===== src/hw/rtl/assert_macros.svh =====
// assertion helpers shared by the rtl files
`ifndef ASSERT_MACROS_SVH
`define ASSERT_MACROS_SVH

// checked only while out of reset
`define WSH_ASSERT(lbl, prop, msg) \
  lbl: assert property (@(posedge clk_i) disable iff (!rst_ni) prop) else $error(msg);

// checked at every edge, reset included
`define WSH_ASSERT_ALWAYS(lbl, prop, msg) \
  lbl: assert property (@(posedge clk_i) prop) else $error(msg);

`endif


===== src/hw/rtl/wsh_pkg.sv =====
`timescale 1ns / 1ps

package wsh_pkg;

  localparam int unsigned WORD_W     = 64;
  localparam int unsigned DIGIT_W    = 4;
  localparam int unsigned NUM_DIGITS = WORD_W / DIGIT_W;
  localparam int unsigned CNT_W      = $clog2(NUM_DIGITS);
  localparam int unsigned HALF_W     = WORD_W / 2;

  localparam logic [WORD_W-1:0] MIX_MUL  = 64'hd6e8_feb8_6659_fd93;
  localparam logic [WORD_W-1:0] SEED_KEY = 64'ha076_1d64_78bd_642f;
  localparam logic [WORD_W-1:0] WORD_KEY = 64'he703_7ed1_a0b4_28db;
  localparam logic [WORD_W-1:0] TAIL_KEY = 64'h8ebc_6af0_9c88_c6e3;

  typedef enum logic [1:0] {
    ST_IDLE,
    ST_MIX1,
    ST_MIX2,
    ST_OUT
  } state_e;

  typedef struct packed {
    logic              start;
    logic [WORD_W-1:0] operand;
  } mul_req_t;

  typedef struct packed {
    logic              done;
    logic [WORD_W-1:0] product;
  } mul_rsp_t;

  function automatic logic [WORD_W-1:0] xor_shift(input logic [WORD_W-1:0] v);
    xor_shift = v ^ (v >> HALF_W);
  endfunction

  // keep only the low (len mod 8) bytes
  function automatic logic [WORD_W-1:0] tail_mask(input logic [2:0] nbytes);
    logic [WORD_W-1:0] m;
    m = '0;
    for (int i = 0; i < WORD_W / 8; i++) begin
      if (i < int'(nbytes)) m[i*8 +: 8] = 8'hff;
    end
    tail_mask = m;
  endfunction

endpackage


===== src/hw/rtl/word_stream_hash64_unit.sv =====
`timescale 1ns / 1ps
`include "assert_macros.svh"

// channel   | dir | tdata                              | tuser | tlast
// s_axis    | in  | total_length[63:0], data_word[127:64] | first | last
// m_axis    | out | hash_value[63:0]                   | -     | -
//
// an item is accepted, then takes two passes of the shared digit-serial
// multiplier (4-bit digits, each pass ending with done); a last item also
// loads the output register.
// reset clears the running hash and the stored length low bits to zero.
// the output register holds a finished hash until m_axis takes it, while
// the next item can already be accepted and worked on.
module word_stream_hash64_unit (
  input  logic          clk_i,
  input  logic          rst_ni,
  input  logic          s_axis_tvalid_i,
  output logic          s_axis_tready_o,
  input  logic [127:0]  s_axis_tdata_i,   // total_length[63:0], data_word[127:64]
  input  logic          s_axis_tuser_i,   // first
  input  logic          s_axis_tlast_i,   // last
  output logic          m_axis_tvalid_o,
  input  logic          m_axis_tready_i,
  output logic [63:0]   m_axis_tdata_o    // hash_value[63:0]
);

  wsh_pkg::state_e             state_q, state_d;
  logic [wsh_pkg::WORD_W-1:0]  hash_q, hash_d;
  logic [2:0]                  len_q, len_d;
  logic                        last_q, last_d;
  logic [wsh_pkg::WORD_W-1:0]  res_q, res_d;
  logic                        out_valid_q, out_valid_d;
  logic [wsh_pkg::WORD_W-1:0]  out_data_q, out_data_d;

  wsh_pkg::mul_req_t           mul_req;
  wsh_pkg::mul_rsp_t           mul_rsp;

  logic                        accept;
  logic                        out_free;
  logic [wsh_pkg::WORD_W-1:0]  in_len, in_word;
  logic [wsh_pkg::WORD_W-1:0]  seed_hash;
  logic [2:0]                  seed_len;
  logic [wsh_pkg::WORD_W-1:0]  mix_in;
  logic                        in_mix_step;
  logic                        out_load;

  assign in_len   = s_axis_tdata_i[63:0];
  assign in_word  = s_axis_tdata_i[127:64];
  assign accept   = s_axis_tvalid_i && s_axis_tready_o;
  assign out_free = !out_valid_q || m_axis_tready_i;

  assign seed_hash = s_axis_tuser_i ? (wsh_pkg::SEED_KEY ^ in_len) : hash_q;
  assign seed_len  = s_axis_tuser_i ? in_len[2:0] : len_q;
  assign mix_in    = s_axis_tlast_i
                   ? (seed_hash ^ (in_word & wsh_pkg::tail_mask(seed_len)) ^ wsh_pkg::TAIL_KEY)
                   : (seed_hash ^ in_word ^ wsh_pkg::WORD_KEY);

  assign in_mix_step = (state_q == wsh_pkg::ST_MIX1) || (state_q == wsh_pkg::ST_MIX2);
  assign out_load    = (state_q == wsh_pkg::ST_OUT) && out_free;

  wsh_mul u_mul (
    .clk_i  (clk_i),
    .rst_ni (rst_ni),
    .req_i  (mul_req),
    .rsp_o  (mul_rsp)
  );

  // next state
  always_comb begin
    state_d = state_q;
    unique case (state_q)
      wsh_pkg::ST_IDLE: if (s_axis_tvalid_i) state_d = wsh_pkg::ST_MIX1;
      wsh_pkg::ST_MIX1: if (mul_rsp.done) state_d = wsh_pkg::ST_MIX2;
      wsh_pkg::ST_MIX2: begin
        if (mul_rsp.done) state_d = last_q ? wsh_pkg::ST_OUT : wsh_pkg::ST_IDLE;
      end
      wsh_pkg::ST_OUT:  if (out_free) state_d = wsh_pkg::ST_IDLE;
      default:          state_d = wsh_pkg::ST_IDLE;
    endcase
  end

  // outputs and datapath
  always_comb begin
    s_axis_tready_o = 1'b0;
    mul_req.start   = 1'b0;
    mul_req.operand = wsh_pkg::xor_shift(mul_rsp.product);
    hash_d          = hash_q;
    len_d           = len_q;
    last_d          = last_q;
    res_d           = res_q;
    out_valid_d     = out_valid_q && !m_axis_tready_i;
    out_data_d      = out_data_q;
    unique case (state_q)
      wsh_pkg::ST_IDLE: begin
        s_axis_tready_o = 1'b1;
        mul_req.operand = wsh_pkg::xor_shift(mix_in);
        if (accept) begin
          mul_req.start = 1'b1;
          hash_d        = seed_hash;
          len_d         = seed_len;
          last_d        = s_axis_tlast_i;
        end
      end
      wsh_pkg::ST_MIX1: begin
        mul_req.start = mul_rsp.done;
      end
      wsh_pkg::ST_MIX2: begin
        if (mul_rsp.done) begin
          // a tail step leaves the running hash untouched
          if (last_q) res_d = wsh_pkg::xor_shift(mul_rsp.product);
          else        hash_d = wsh_pkg::xor_shift(mul_rsp.product);
        end
      end
      wsh_pkg::ST_OUT: begin
        if (out_free) begin
          out_valid_d = 1'b1;
          out_data_d  = res_q;
        end
      end
      default: ;
    endcase
  end

  always_ff @(posedge clk_i or negedge rst_ni) begin
    if (!rst_ni) begin
      state_q     <= wsh_pkg::ST_IDLE;
      hash_q      <= '0;
      len_q       <= '0;
      last_q      <= 1'b0;
      out_valid_q <= 1'b0;
    end else begin
      state_q     <= state_d;
      hash_q      <= hash_d;
      len_q       <= len_d;
      last_q      <= last_d;
      out_valid_q <= out_valid_d;
    end
  end

  always_ff @(posedge clk_i) begin
    res_q      <= res_d;
    out_data_q <= out_data_d;
  end

  assign m_axis_tvalid_o = out_valid_q;
  assign m_axis_tdata_o  = out_data_q;

  `WSH_ASSERT(a_accept_starts, accept |=> state_q == wsh_pkg::ST_MIX1, "no mix step after accept")
  `WSH_ASSERT(a_done_in_mix, mul_rsp.done |-> in_mix_step, "multiplier done outside a mix step")
  `WSH_ASSERT(a_out_from_tail, $rose(out_valid_q) |-> $past(out_load), "hash shown without tail")

endmodule


===== src/hw/rtl/wsh_mul.sv =====
`timescale 1ns / 1ps
`include "assert_macros.svh"

// multiply by MIX_MUL mod 2^64, one 4-bit digit of the operand per cycle
module wsh_mul (
  input  logic              clk_i,
  input  logic              rst_ni,
  input  wsh_pkg::mul_req_t req_i,
  output wsh_pkg::mul_rsp_t rsp_o
);

  logic                           busy_q, busy_d;
  logic                           done_q, done_d;
  logic [wsh_pkg::CNT_W-1:0]      cnt_q, cnt_d;
  logic [wsh_pkg::WORD_W-1:0]     opnd_q, opnd_d;
  logic [wsh_pkg::WORD_W-1:0]     mcand_q, mcand_d;
  logic [wsh_pkg::WORD_W-1:0]     acc_q, acc_d;
  logic [wsh_pkg::WORD_W-1:0]     pp;

  // partial product of one digit against the shifted constant
  always_comb begin
    pp = '0;
    for (int i = 0; i < wsh_pkg::DIGIT_W; i++) begin
      if (opnd_q[i]) pp = pp + (mcand_q << i);
    end
  end

  always_comb begin
    busy_d  = busy_q;
    done_d  = 1'b0;
    cnt_d   = cnt_q;
    opnd_d  = opnd_q;
    mcand_d = mcand_q;
    acc_d   = acc_q;
    if (req_i.start) begin
      busy_d  = 1'b1;
      cnt_d   = '0;
      opnd_d  = req_i.operand;
      mcand_d = wsh_pkg::MIX_MUL;
      acc_d   = '0;
    end else if (busy_q) begin
      acc_d   = acc_q + pp;
      opnd_d  = opnd_q >> wsh_pkg::DIGIT_W;
      mcand_d = mcand_q << wsh_pkg::DIGIT_W;
      cnt_d   = cnt_q + 1'b1;
      if (cnt_q == wsh_pkg::CNT_W'(wsh_pkg::NUM_DIGITS - 1)) begin
        busy_d = 1'b0;
        done_d = 1'b1;
      end
    end
  end

  always_ff @(posedge clk_i or negedge rst_ni) begin
    if (!rst_ni) begin
      busy_q <= 1'b0;
      done_q <= 1'b0;
      cnt_q  <= '0;
    end else begin
      busy_q <= busy_d;
      done_q <= done_d;
      cnt_q  <= cnt_d;
    end
  end

  always_ff @(posedge clk_i) begin
    opnd_q  <= opnd_d;
    mcand_q <= mcand_d;
    acc_q   <= acc_d;
  end

  assign rsp_o.done    = done_q;
  assign rsp_o.product = acc_q;

  `WSH_ASSERT(a_no_start_busy, busy_q |-> !req_i.start, "multiplier restarted while busy")
  `WSH_ASSERT(a_done_idle, done_q |-> !busy_q && $past(busy_q), "done without a finished pass")
  `WSH_ASSERT_ALWAYS(a_reset_idle, !rst_ni |-> !busy_q && !done_q, "multiplier active in reset")

endmodule

===== config.mk =====
export PLATFORM = sky130hd
export DESIGN_NAME = word_stream_hash64_unit
export DESIGN_NICKNAME = d
export VERILOG_FILES = /design/src/hw/rtl/wsh_pkg.sv /design/src/hw/rtl/word_stream_hash64_unit.sv /design/src/hw/rtl/wsh_mul.sv
export VERILOG_INCLUDE_DIRS = /design/src /design/src/hw/rtl
export SDC_FILE = /design/constraint.sdc
export NUM_CORES = 1
export LEC_CHECK = 0
export BUFFER_PORTS_ARGS = -buffer_cell sky130_fd_sc_hd__buf_4
export CAP_MARGIN = 20
export CORE_ASPECT_RATIO = 1.2
export CORE_UTILIZATION = 25
export DETAILED_ROUTE_END_ITERATION = 10
export GPL_ROUTABILITY_DRIVEN = 0
export PLACE_DENSITY = 0.39
export SLEW_MARGIN = 10
export SYNTH_ARGS = -nofsm -noshare
export SYNTH_HDL_FRONTEND = slang
export SYNTH_SLANG_ARGS = --single-unit

===== constraint.sdc =====
create_clock -name clk_i -period 10 [get_ports clk_i]
set_input_delay 0.5 -clock clk_i [delete_from_list [all_inputs] [get_ports clk_i]]
set_output_delay 0.5 -clock clk_i [all_outputs]
set_load 0.005 [all_outputs]

### Yosys cells after proc, flatten, opt, wreduce, memory -nomap -nowiden

Index checks and enable logic that the tools add are counted.

| cells by class | value |
|---|---|
| add/sub/neg operators | 5 |
| bitwise gates (word level) | 8 |
| reduce and logical (&&, ||, !) cells | 13 |
| magnitude comparators | 7 |
| muxes and demuxes | 40 |
| eq/ne operators | 10 |

Operators with widths:

| kind | count |
|---|---|
| 64-bit 2-to-1 mux | 12 |
| 64-bit adder | 4 |
| 64-bit one-hot mux with 2 select lines | 1 |
| 64-bit by 32-bit bitwise XOR with 64-bit output | 2 |
| 64-bit bitwise XOR | 2 |
| 32-bit NOT | 3 |
| 64-bit by 56-bit bitwise AND with 64-bit output | 1 |
| 8-bit 2-to-1 mux | 7 |
| 1-bit 2-to-1 mux | 10 |
| 2-bit 2-to-1 mux | 5 |
| 3-bit less-than comparator (first input constant) | 3 |
| 4-bit 2-to-1 mux | 2 |
| 2-bit != test (second input constant) | 4 |
| 2-bit one-hot mux with 4 select lines | 1 |
| 4-bit AND reduction | 2 |
| 1-bit by 3-bit less-than comparator with 1-bit output (first input constant) | 2 |
| 2-bit by 3-bit less-than comparator with 1-bit output (first input constant) | 2 |
| 4-bit by 1-bit adder with 4-bit output (second input constant) | 1 |
| 2-bit equality test (second input constant) | 2 |
| 4-bit equality test (second input constant) | 1 |
| 2-bit by 1-bit != test with 1-bit output (second input constant) | 2 |
| 2-bit AND reduction | 2 |
| 2-bit nonzero test | 2 |
| 3-bit 2-to-1 mux | 1 |
| 7 further kinds | 9 |

| storage, ports and cells | value |
|---|---|
| input bits | 134 |
| register bits after elaboration | 394 |

### Logic depth before layout (Yosys ltp)

| logic depth | value |
|---|---|
| word-level depth | 10 |
| mapped depth | 58 |

### Cells and area by module

Synthesis repeated with hierarchy kept, for this count alone.

| unflattened totals | value |
|---|---|
| cells, all modules | 3,889 |
| area total of the unflattened synthesis | 33,139.3 sq um |

By module, submodules not included:

| module | cells each | seq. area each (sq um) | area an instance (sq um) | times used |
|---|---|---|---|---|
| wsh_mul | 2,824 | 4,434.3 | 22,155.0 | 1 |
| word_stream_hash64_unit | 1,065 | 5,620.4 | 10,984.3 | 1 |

### Worst setup path after synthesis

No wires, ideal clock.

| timing | value |
|---|---|
| path type | register to register |
| start | register u_mul.opnd_q[0] (netlist bit) |
| end | register u_mul.acc_q[63] (netlist bit) |
| setup time | 0.116 ns |
| cell stages (with the launch flop) | 53 |
| arrival time | 9.671 ns |
| setup slack | 0.213 ns |
| cells stage by stage | edfxtp_1 buf_6 buf_4 buf_4 clkbuf_1 clkbuf_1 clkbuf_1 nand2_1 inv_1 ha_1 a21oi_1 o21ai_1 clkbuf_1 a31oi_1 a21oi_1 mux2_2 a221oi_1 ha_1 (+17 left out) o21ai_1 a31oi_1 o21ai_1 and3_1 a31oi_1 xnor2_1 mux2_2 ha_1 a21o_1 a21o_1 nor3_1 a21oi_1 a41oi_2 xor2_1 xnor2_1 xnor2_1 a21oi_1 a31o_1 |

| on the way | value |
|---|---|
| word-level cells in the longest chain between the ends | 8 |

RTL lines:

| item | line | source |
|---|---|---|
| from (decl) | wsh_mul.sv:15 | `logic [wsh_pkg::WORD_W-1:0] opnd_q, opnd_d;` |
| from (signal assigned) | wsh_mul.sv:66 | `opnd_q <= opnd_d;` |
| 64-bit 2-to-1 mux * | wsh_mul.sv:24 | `if (opnd_q[i]) pp = pp + (mcand_q << i);` |
| 64-bit adder | wsh_mul.sv:24 |  |
| 64-bit 2-to-1 mux * | wsh_mul.sv:24 |  |
| 64-bit adder | wsh_mul.sv:24 |  |
| 64-bit 2-to-1 mux * | wsh_mul.sv:24 |  |
| 64-bit adder | wsh_mul.sv:24 |  |
| 64-bit 2-to-1 mux * | wsh_mul.sv:24 |  |
| 64-bit adder * | wsh_mul.sv:42 | `acc_d = acc_q + pp;` |
| to (signal assigned) | wsh_mul.sv:68 | `acc_q <= acc_d;` |
| to (decl) | wsh_mul.sv:17 | `logic [wsh_pkg::WORD_W-1:0] acc_q, acc_d;` |

Every way passes the cells marked *; elsewhere a longest branch is shown, timed or not.
A chain may end at the register's enable or synchronous reset.

### Worst setup path in the final report

Ends and elaborated chain as after synthesis.

==> metrics <==
CTS tree yes; area of the mapped netlist ~32000 µm²; maximum buffer depth of the clock tree 3; die height 392.5 µm; I/O pin cnt 200; CP max stage delay 450 ps; Overflow after GRT 0; port bufs about 200; wire length per cell 20.52 µm; first-pass GRT wire length 180.7 mm; endpoints failing setup 0; vias in the first global route about 29k; Post-synth EDFFs approximately 190; Hold WS 145.3 ps; Worst Path Arrival 10080 ps; Async S/R FF share, synth between 10% and 20%; FF+latch area 10060 µm²; HP Class primary input to flop; Root Buffer clkbuf_16; max cap viols 0; count leader, synth nand2_1; CP Class flop to flop; Worst Setup Start Kind flop; Crit-path slowest cell edfxtp_1; CTS Sinks 387; area leader, netlist edfxtp_1; Fmax 104.5 MHz; synthesized flop and latch total a little under 400; FF-to-FF Start u_mul.opnd_q[0]; drt pass-1 iters 5; Worst Path Required 10510 ps; worst rel slew slack between 30% and 40%; Max FO, Critical Path 7; via count between 20k and 30k; # rows 142; DRC violations left 0; Util after Layout a little under a third; crit end category flop; mean post-synth cell area 8.466 µm²; Yosys warning total 0; Hold Path Origin s_axis_tdata_i[1]; hpwl dp 90.79 mm; final period utilization 95.72%; Clock Latency Late Sink between 600 and 700 ps; drt total wl 119.5 mm; Area after DPL approximately 37000 µm²; Worst Hold Path EP len_q[1]; area of the multi-input gates 21280 µm²; post-route ant nets 0; cell family with most CP delay compound AO/OA/AOI/OAI gates; Fillers roughly 13k; reg-to-reg endpoint u_mul.acc_q[63]; r2r setup slk 430 ps; initial antenna violation count 0; number of diodes 0; Inserted Clock Buffers 46; Hold Path Stages 2; Area contributors post-synth edfxtp_1 18%, ha_1 9.0%, dfxtp_1 7.4%; Total GRT Usage 18.17%; crit path time final 9572 ps; Final Hold Vio Count 0; Gate Count Post-Synth 3752; DIE AREA between 100000 and 150000 µm²; post-synthesis sequential area ratio a little under a third; most frequent cells after synthesis 397 x nand2_1, 385 x a21oi_1, 374 x nor2_1; Reg2Reg Depth 45; largest net degree at the start of global routing 81; final slew viol count 0; initial DRC count 1546; Yosys cell types 100; CORE AREA ~130000 µm²; layout cells sized above 1 20.30%; Initial Util roughly a quarter; nets 4494; clock-pin slew on the worst setup and hold paths 70 ps; vias per cell 4.943; Worst-Margin Slew around 1000 ps; Design Area, Final between 30000 and 40000 µm²; predominant post-synthesis flop cell edfxtp_1; CP Buf/Inv Count 3; syn nets 4117; htree depth 2; area delta synth->final 23.80%; Yosys top cell area share 18.15%; DIE WIDTH 327.4 µm; status complete, no violations; Setup Skew ~22 ps
[metal layers]
layer | routed length, µm | GRT usage [%] | share of wire [%]
met1 | 55910 | 24.09 | 47
met2 | 57700 | 31.47 | 48
met3 | 3211 | 1.786 | 2.7
met4 | 2639 | 4.248 | 2.2
met5 | 0 | 0 | 0
[state kept, by name (all words and copies together), names as in the netlist, 2 cells and up]
register and count:
m_axis_tdata_o 64, u_mul.opnd_q 64, u_mul.acc_q 64, res_q 64
u_mul.mcand_q 54, len_q 3, u_mul.cnt_q 4, hash_q 64
state_q 2
[worst max path at each step]
stage                     from               to  depth (start not counted)
5_1_grt        u_mul.opnd_q[0]  u_mul.acc_q[63]                         45
6_report       u_mul.opnd_q[0]  u_mul.acc_q[63]                         45
3_3_place_gp   u_mul.opnd_q[0]  u_mul.acc_q[63]                         46
3_5_place_dp   u_mul.opnd_q[0]  u_mul.acc_q[63]                         43
4_1_cts        u_mul.opnd_q[0]  u_mul.acc_q[63]                         49
2_1_floorplan  u_mul.opnd_q[0]  u_mul.acc_q[63]                         52
[cells in the final DEF (no fill, tap or decap), types with 131 or more instances in the layout]
master / n
a21o_1: 131
o21ai_0: 238
buf_4: 520
mux2i_1: 132
xnor2_1: 237
nor2_1: 370
a21oi_1: 352
edfxtp_1: 192
ha_1: 218
nand2_1: 391
[stage by stage]
step | worst slack (ps) | instances | setup TNS [ps]
6_report | 427.8 | 5823 | 0
2_1_floorplan | 213.3 | 3752 | 0
3_5_place_dp | -263.5 | 5714 | -622.1
5_1_grt | -59.36 | 5823 | -115.6
3_3_place_gp | -256.3 | 5714 | -793.8
4_1_cts | 3.023 | 5803 | 0
[cells by family after synthesis]
kind of cell	synth area share, %
buffers and inverters	3.498
xor gates and xnor gates	10.01
and+or+nand+nor	15.75
DFF	31.65
AOI/OAI and AO/OA	22.70
adders and majority gates	9.178
muxes	7.208
[timing repair]
action                                  4_1_cts  5_1_grt
pin swaps                                     1       46
endpoints found under the setup margin        6       12
gates resized for setup                       9      135
hold buffers                                  1        0
setup buffers                                 2       20
hold endpoints to repair                     18        0
[final cells by class]
class,count,area share (%)
clock buffer,51,3.029
clock inverter,35,1.021
timing repair buffer,525,10.11
tap,1656,5.269
sequential,387,25.58
multi-input combinational,3078,54.12
inverter,91,0.8686
Power is left out: the tool's default activity adds up to more than one toggle a clock period on the data nets, which glitch-free logic cannot reach.
